`src/rtl/kmdr_pkg.sv`:
```
// kmdr_pkg: shared types and constants for the key matrix debounce reporter.
// Holds operation codes, register indexes, configuration defaults and the
// config/result structs. No dependencies.
`timescale 1ns / 1ps

package kmdr_pkg;

  localparam int unsigned MaxKeys     = 23;
  localparam int unsigned SampleW     = 23;
  localparam int unsigned ReportW     = 24;
  localparam int unsigned StableW     = 8;
  localparam int unsigned IdleW       = 16;
  localparam int unsigned CfgIdxW     = 2;
  localparam int unsigned CfgDataW    = 16;
  localparam int unsigned NumKeysDflt = 23;

  localparam logic [StableW-1:0] StableTicksRst = StableW'(5);
  localparam logic [IdleW-1:0]   IdleLimitRst   = IdleW'(500);
  localparam logic [StableW-1:0] StableMax      = '1;
  localparam logic [IdleW-1:0]   IdleMax        = '1;

  typedef enum logic [1:0] {
    OP_TICK  = 2'd0,
    OP_MAINT = 2'd1,
    OP_WAKE  = 2'd2
  } kmdr_op_e;

  typedef enum logic [CfgIdxW-1:0] {
    REG_STABLE_TICKS = 2'd0,
    REG_IDLE_LIMIT   = 2'd1
  } kmdr_reg_e;

  typedef struct packed {
    logic [StableW-1:0] stable_ticks;
    logic [IdleW-1:0]   idle_limit;
  } kmdr_cfg_t;

  typedef struct packed {
    logic               report_valid;
    logic [ReportW-1:0] report_bits;
    logic               sleep_now;
  } kmdr_result_t;

endpackage

```
`src/rtl/kmdr_core.sv`:
```
// kmdr_core: debounce state and per-item update logic.
// Computes one result from the staged item and commits state on advance.
// Depends on kmdr_pkg.
`timescale 1ns / 1ps

module kmdr_core
  import kmdr_pkg::*;
#(
  parameter int unsigned NUM_KEYS = NumKeysDflt
) (
  input  logic                clk_i,
  input  logic                rst_ni,
  input  logic                advance_i,
  input  logic [1:0]          op_i,
  input  logic [NUM_KEYS-1:0] sample_i,
  input  kmdr_cfg_t           cfg_i,
  output kmdr_result_t        result_o
);

  logic                awake_q, awake_d;
  logic [NUM_KEYS-1:0] committed_q, committed_d;
  logic [NUM_KEYS-1:0] candidate_q, candidate_d;
  logic                qual_q, qual_d;
  logic [StableW-1:0]  stable_q, stable_d;
  logic [IdleW-1:0]    idle_q, idle_d;
  logic                send;
  logic                sleep;

  always_comb begin
    awake_d     = awake_q;
    committed_d = committed_q;
    candidate_d = candidate_q;
    qual_d      = qual_q;
    stable_d    = stable_q;
    idle_d      = idle_q;
    send        = 1'b0;
    sleep       = 1'b0;
    unique case (kmdr_op_e'(op_i))
      OP_WAKE: begin
        awake_d  = 1'b1;
        qual_d   = 1'b0;
        stable_d = '0;
        idle_d   = '0;
      end
      OP_MAINT: begin
        send = awake_q;
      end
      OP_TICK: begin
        if (awake_q) begin
          if (qual_q) begin
            if (candidate_q == sample_i) begin
              if (stable_q != StableMax) begin
                stable_d = stable_q + 1'b1;
                if (stable_d == cfg_i.stable_ticks) begin
                  committed_d = candidate_q;
                  send        = 1'b1;
                end
              end
            end else begin
              qual_d = 1'b0;
            end
          end else if (committed_q != sample_i) begin
            candidate_d = sample_i;
            qual_d      = 1'b1;
            stable_d    = '0;
          end
          if (sample_i == '0) begin
            if (idle_q != IdleMax) begin
              idle_d = idle_q + 1'b1;
            end
            if (idle_d > cfg_i.idle_limit) begin
              awake_d = 1'b0;
              sleep   = 1'b1;
            end
          end else begin
            idle_d = '0;
          end
        end
      end
      default: begin
      end
    endcase
  end

  // key k (index k-1) lands at bit ReportW-k
  always_comb begin
    result_o.report_valid = send;
    result_o.sleep_now    = sleep;
    result_o.report_bits  = '0;
    for (int i = 0; i < NUM_KEYS; i++) begin
      result_o.report_bits[ReportW-1-i] = send & committed_d[i];
    end
  end

  always_ff @(posedge clk_i or negedge rst_ni) begin
    if (!rst_ni) begin
      awake_q     <= 1'b0;
      committed_q <= '0;
      candidate_q <= '0;
      qual_q      <= 1'b0;
      stable_q    <= '0;
      idle_q      <= '0;
    end else if (advance_i) begin
      awake_q     <= awake_d;
      committed_q <= committed_d;
      candidate_q <= candidate_d;
      qual_q      <= qual_d;
      stable_q    <= stable_d;
      idle_q      <= idle_d;
    end
  end

endmodule

```
`src/rtl/key_matrix_debounce_reporter.sv`:
```
// key_matrix_debounce_reporter: top level with input stage, config registers
// and result register around kmdr_core. Depends on kmdr_pkg, kmdr_core.
//
//   channel | handshake                 | payload
//   --------+---------------------------+------------------------------------
//   in      | in_valid_i / in_stall_o   | operation_i, key_sample_i
//   out     | out_valid_o / out_stall_i | report_valid_o, report_bits_o,
//           |                           | sleep_now_o
//   cfg     | cfg_valid_i / cfg_ready_o | cfg_index_i, cfg_data_i
//
// One item per cycle while the result is not stalled; each item passes through
// the input stage, then the state update into the result register.
// Reset clears all debounce state and loads register defaults; block starts
// asleep. A stalled result holds the input stage; once that stage is full the
// input stalls in the same cycle, so at most two items wait inside.
`timescale 1ns / 1ps

module key_matrix_debounce_reporter
  import kmdr_pkg::*;
#(
  parameter int unsigned NUM_KEYS = NumKeysDflt
) (
  input  logic                clk_i,
  input  logic                rst_ni,
  input  logic                in_valid_i,
  output logic                in_stall_o,
  input  logic [1:0]          operation_i,
  input  logic [SampleW-1:0]  key_sample_i,
  output logic                out_valid_o,
  input  logic                out_stall_i,
  output logic                report_valid_o,
  output logic [ReportW-1:0]  report_bits_o,
  output logic                sleep_now_o,
  input  logic                cfg_valid_i,
  output logic                cfg_ready_o,
  input  logic [CfgIdxW-1:0]  cfg_index_i,
  input  logic [CfgDataW-1:0] cfg_data_i
);

  logic                s1_valid_q, s1_valid_d;
  logic [1:0]          op_q;
  logic [NUM_KEYS-1:0] sample_q;
  logic                out_valid_q, out_valid_d;
  kmdr_result_t        res_q, res_d;
  kmdr_cfg_t           cfg_q;
  logic                out_free;
  logic                s1_adv;
  logic                in_xfer;

  assign out_free   = !out_valid_q || !out_stall_i;
  assign s1_adv     = s1_valid_q && out_free;
  assign in_stall_o = s1_valid_q && !out_free;
  assign in_xfer    = in_valid_i && !in_stall_o;
  assign s1_valid_d = in_xfer || (s1_valid_q && !s1_adv);

  always_comb begin
    out_valid_d = out_valid_q;
    if (s1_adv) begin
      out_valid_d = 1'b1;
    end else if (!out_stall_i) begin
      out_valid_d = 1'b0;
    end
  end

  assign cfg_ready_o = 1'b1;

  always_ff @(posedge clk_i or negedge rst_ni) begin
    if (!rst_ni) begin
      cfg_q.stable_ticks <= StableTicksRst;
      cfg_q.idle_limit   <= IdleLimitRst;
    end else if (cfg_valid_i && cfg_ready_o) begin
      unique case (kmdr_reg_e'(cfg_index_i))
        REG_STABLE_TICKS: cfg_q.stable_ticks <= cfg_data_i[StableW-1:0];
        REG_IDLE_LIMIT:   cfg_q.idle_limit   <= cfg_data_i[IdleW-1:0];
        default: begin
        end
      endcase
    end
  end

  always_ff @(posedge clk_i or negedge rst_ni) begin
    if (!rst_ni) begin
      s1_valid_q  <= 1'b0;
      out_valid_q <= 1'b0;
    end else begin
      s1_valid_q  <= s1_valid_d;
      out_valid_q <= out_valid_d;
    end
  end

  always_ff @(posedge clk_i) begin
    if (in_xfer) begin
      op_q     <= operation_i;
      sample_q <= key_sample_i[NUM_KEYS-1:0];
    end
    if (s1_adv) begin
      res_q <= res_d;
    end
  end

  kmdr_core #(
    .NUM_KEYS (NUM_KEYS)
  ) u_core (
    .clk_i     (clk_i),
    .rst_ni    (rst_ni),
    .advance_i (s1_adv),
    .op_i      (op_q),
    .sample_i  (sample_q),
    .cfg_i     (cfg_q),
    .result_o  (res_d)
  );

  assign out_valid_o    = out_valid_q;
  assign report_valid_o = res_q.report_valid;
  assign report_bits_o  = res_q.report_bits;
  assign sleep_now_o    = res_q.sleep_now;

endmodule
```
`config.mk`:
```
export PLATFORM = sky130hd
export DESIGN_NAME = key_matrix_debounce_reporter
export DESIGN_NICKNAME = d
export VERILOG_FILES = /design/src/rtl/kmdr_pkg.sv /design/src/rtl/kmdr_core.sv /design/src/rtl/key_matrix_debounce_reporter.sv
export SDC_FILE = /design/constraint.sdc
export NUM_CORES = 1
export LEC_CHECK = 0
export BUFFER_PORTS_ARGS = -buffer_cell sky130_fd_sc_hd__buf_2
export CAP_MARGIN = 20
export CELL_PAD_IN_SITES_DETAIL_PLACEMENT = 1
export CELL_PAD_IN_SITES_GLOBAL_PLACEMENT = 1
export CORE_UTILIZATION = 45
export DETAILED_ROUTE_END_ITERATION = 12
export GPL_ROUTABILITY_DRIVEN = 0
export HOLD_SLACK_MARGIN = 0.02
export PLACE_DENSITY_LB_ADDON = 0.1
export RECOVER_POWER = 100
export SLEW_MARGIN = 20
export SYNTH_ARGS = -nofsm -noshare
export SYNTH_HDL_FRONTEND = slang
export SYNTH_SLANG_ARGS = --single-unit
```
`constraint.sdc`:
```
create_clock -name clk_i -period 3.36 [get_ports clk_i]
set_input_delay 0.336 -clock clk_i [delete_from_list [all_inputs] [get_ports clk_i]]
set_output_delay 0.336 -clock clk_i [all_outputs]
set_load 0.01 [all_outputs]
```
==> impl_summary.md <==
Timing
Setup repair after global routing left no endpoint under its margin. The worst clock skew on the final layout is 0.007992 ns. The final worst-path setup slack is 0.2558 ns. The worst path uses 92.39% of the clock period. The total count of max-transition violations in the final report is 93. The number of endpoints with negative hold slack in the final report is 0. The final-report setup violation count is 0.

For the finished layout, the period the worst path requires is 3.104 ns. For the pin with the worst max-slew slack, the measured transition is 2.307 ns. After routing, the total negative slack on setup checks comes to 0 ns.

Measured against its own limit, the worst slew margin works out to -53.83%. The fmax is 322.1 MHz.

CTS
The clock latency on the worst-skew pair is 0.42 ns. CTS saw 148 sinks. The register clock-pin slew on the reported worst setup and hold paths is 0.06 ns. The total number of H-tree levels is 4. TritonCTS built the clock tree. The cell at the root of the clock tree is sky130_fd_sc_hd__clkbuf_16. The clock passes through at most 2 buffers. The total CTS buffers is 17.

Synthesis
The average cell area after synthesis is 12.36 um^2. After synthesis, the cell types taking the most area are sky130_fd_sc_hd__dfrtp_1, sky130_fd_sc_hd__edfxtp_1, sky130_fd_sc_hd__mux2_2. The flip-flop and latch count after synthesis is 148.

The largest area contributor in the netlist is sky130_fd_sc_hd__dfrtp_1. Synthesis instantiated 50 different standard cells from the library. Among all flip-flop cells after synthesis, the most frequent one is sky130_fd_sc_hd__dfrtp_1. The Yosys warning count is 0. The library cell with the highest instance count after synthesis is sky130_fd_sc_hd__dfrtp_1.

Of all flip-flops after synthesis, the portion carrying an async set or reset was 66.22%. The portion of synthesized cell area occupied by the leading cell type is 31.10%. The number of enable flip-flop cells after synthesis is 50. The total nets after synthesis is 652. The number of standard cells after synthesis is 586.

After synthesis, the most frequently instantiated cells are sky130_fd_sc_hd__dfrtp_1, sky130_fd_sc_hd__mux2_2, sky130_fd_sc_hd__edfxtp_1, sky130_fd_sc_hd__xnor2_1, sky130_fd_sc_hd__inv_1. After synthesis the cells add up to 7242 um^2. For this run, the register share of the synthesized area comes to 54.73%.

Global route
The initial antenna violation count came to 0. The first global-routing pass estimated 28350 um of wire. The overall global routing resource usage is 22.87%.

Entering global routing, the biggest net connects 42 pins. The via count of the first global-routing pass is 5383. The global route total overflow is 0.

Run status
The final reports fail on max-capacitance violations, max-slew violations. The run finished, with violations left.

Worst setup path
The kind of critical path is flop to flop. The startpoint identified for the worst register-to-register timing path is u_core.idle_q[6]. The depth of the critical timing path with buffers and inverters included is 12.

For this design, the slowest cell found on the critical path is sky130_fd_sc_hd__dfrtp_1. The cell occurring most often along the worst timing path is sky130_fd_sc_hd__a21o_1. At the worst endpoint, the arrival time is 3.28 ns. The worst-path maximum fanout is 7.

The worst setup slack for register-to-register paths is 0.26 ns. The path depth of the worst reg2reg path is 12. The capture point of the worst reg-to-reg path is sleep_now_o. Together, buffers and inverters on the worst path number 1.

The required time reported for the critical path endpoint is 3.54 ns. STA classifies the critical path endpoint as a flop. The worst setup path is launched from a flop. The kind of cell with the highest combined delay on the critical path is compound AO/OA/AOI/OAI gates. Traced cell by cell, the critical path runs through nand4_1 > nor4_1 > buf_4 > a21o_1 > nor2_1 > xor2_1 > ha_1 > a21o_1 > a21o_1 > a21oi_1 > o211ai_1 > and3_1. The startpoint of the worst setup timing path is u_core.idle_q[6]. In this design, the stage delay of the slowest critical-path cell is 0.47 ns.

Cells and area
After filler insertion, the fill cell instance count of the layout stands at 1704. The fraction of final layout cells with drive strength greater than 1 is 22.61%. The multi-input gate area in the final layout is 3069 um^2.

From synthesis to final layout, the design area changed by 16.81%. The final layout contains 743 nets. 0 antenna diodes ended up in the layout. The finished cells cover 8459 um^2. Across the whole layout, storage elements account for 3965 um^2.

Power and ir drop
The internal power component is 3.685 mW. Per report_power, the combinational group accounts for 13.6% of the total. In this run the power density over the cells is 592.3 nW/um^2. Net switching is 26.45% of the power. The largest vdd supply drop is 0.6601 mV. The clock network is responsible for 38.9% of the overall power. In this run the power spent charging and discharging nets is 1.326 mW. The static leakage power is 3.604 nW.

The share of total power dissipated in sequential elements is 47.5%.

Routing
The residual DRC count is 0. The first detailed-routing pass took 5 iterations. The remaining antenna violation count is 0. The routed layout has 4957 vias. The DRC violation total after the first TritonRoute iteration is 215. The average routed wire per standard cell is 19.30 um. The final wirelength is 17490 um. The via density per instance is 5.471.

Placement
The number of buffer cells added on primary ports is 74. The final HPWL from detailed placement is 12190 um. The worst slack at placement is 0.1706 ns. The placed cell area is 7913 um^2.

Worst hold path
The cell count of the worst hold path is 1. The worst hold endpoint is sample_q[0]. The type of the worst min-delay path is primary input to flop. The startpoint identified for the worst hold timing path is key_sample_i[0].

Floorplanning
The core outline area is 15770 um^2. The initialized floorplan defines 46 standard-cell rows. The boundary pin count is 77.

From left edge to right edge, the die measures 128.9 um. The die area is 16600 um^2. The effective utilization at floorplan is 45.92%. In this run the vertical extent of the chip is 128.9 um.

Flow run
The max-cap check violation count is 3.
-- timing repair --
action                                  CTS  global route
endpoints found under the hold margin    38             0
endpoints found under the setup margin    0             1
hold buffers                              1             0
buffers inserted                          0             2
gates resized for setup                   0             5
-- flip-flops by register name, summed over array words and instances (netlist names) --
name	cells
op_q	2
report_valid_o	1
u_core.committed_q	23
u_core.stable_q	8
u_core.awake_q	1
sample_q	23
cfg_q	24
u_core.qual_q	1
u_core.candidate_q	23
report_bits_o	23
u_core.idle_q	16
sleep_now_o	1
s1_valid_q	1
out_valid_o	1
-- cells in the final DEF, fill, tap and decap left out, types with 6 or more instances in the layout --
master	n
sky130_fd_sc_hd__ha_1	17
sky130_fd_sc_hd__buf_4	8
sky130_fd_sc_hd__clkbuf_16	17
sky130_fd_sc_hd__buf_2	42
sky130_fd_sc_hd__nor3_1	7
sky130_fd_sc_hd__o21a_1	6
sky130_fd_sc_hd__mux2_2	51
sky130_fd_sc_hd__dfrtp_1	89
sky130_fd_sc_hd__o211ai_1	7
sky130_fd_sc_hd__nand3_1	17
sky130_fd_sc_hd__a22o_1	25
sky130_fd_sc_hd__a21o_1	8
sky130_fd_sc_hd__clkbuf_1	40
sky130_fd_sc_hd__nand2_1	26
sky130_fd_sc_hd__mux2_1	20
sky130_fd_sc_hd__nor4_1	12
sky130_fd_sc_hd__dfstp_2	8
sky130_fd_sc_hd__edfxtp_1	50
sky130_fd_sc_hd__nand4_1	18
sky130_fd_sc_hd__nor2_1	16
sky130_fd_sc_hd__a31oi_1	8
sky130_fd_sc_hd__a21oi_1	25
sky130_fd_sc_hd__xnor2_1	42
sky130_fd_sc_hd__xor2_1	26
sky130_fd_sc_hd__inv_1	27
-- per-layer routing --
metal | global-route usage, % | up-vias | routed length (um)
met4 | 6.851 | 0 | 233
met5 | 0 | - | 0
met2 | 40.32 | 77 | 9204
li1 | - | 2334 | -
met1 | 27.95 | 2532 | 7521
met3 | 5.114 | 14 | 528
-- per-stage QoR --
step | cells | total power [mW] | util [%] | hold WS, ns
after global placement | 871 | 3.055 | 50.17 | 0.3565
after detailed placement | 871 | 3.109 | 50.17 | 0.3572
after floorplan | 586 | 2.836 | - | 0.04041
after global routing | 906 | 5.232 | 53.64 | 0.06456
final | 906 | 5.010 | 53.64 | 0.08191
after CTS | 904 | 5.083 | 54.05 | 0.06365
-- cell type report --
cell class | instances | share of cell area [%]
flip-flops and latches | 148 | 46.87
multi-input cells | 390 | 36.28
repair buffers | 93 | 5.339
clock buffers | 21 | 5.325
well taps | 216 | 3.195
clock inverters | 11 | 1.790
inverters | 27 | 1.198
-- worst max path at each step --
stage | endpoint | slack [ns]
final | sleep_now_o | 0.26
after global routing | sleep_now_o | 0.04
after CTS | sleep_now_o | 0.13
after detailed placement | sleep_now_o | 0.17
after global placement | sleep_now_o | 0.34
after floorplan | sleep_now_o | 0.27
-- cells by family (layout without fill, tap and decap cells) --
logic type               count (synthesis)  count (layout)  share of synthesized area (%)
adder cells (fa/ha/maj)                 18              18                          3.110
AND/OR/NAND/NOR                        133             133                          10.47
other                                    2               2                         0.1037
AO/OA/AOI/OAI                           95              95                          9.053
buffers and inverters                   48             152                          2.851
multiplexers                            74              74                          11.45
flip-flops                             148             148                          54.73
XOR/XNOR                                68              68                          8.224
-- power groups by stage --
| stage | registers, mW | clock network [mW] | logic, mW |
|---|---|---|---|
| 3_3_place_gp | 2.38 | 0 | 0.671 |
| 4_1_cts | 2.38 | 1.99 | 0.710 |
| 5_1_grt | 2.42 | 2.06 | 0.753 |
| 6_report | 2.38 | 1.95 | 0.681 |
| 2_1_floorplan | 2.35 | 0 | 0.489 |
| 3_5_place_dp | 2.41 | 0 | 0.700 |
-- worst reg2reg max path: cells and delay by family, from the launching register on --
family | cells | cell delay (ns)
compound gates | 5 | 0.93
fa+ha+maj | 1 | 0.30
buf+inv | 1 | 0.17
xor+xnor | 1 | 0.16
flops | 1 | 0.47
simple gates | 4 | 0.83
No activity file was read; power rests on OpenSTA's default activity.
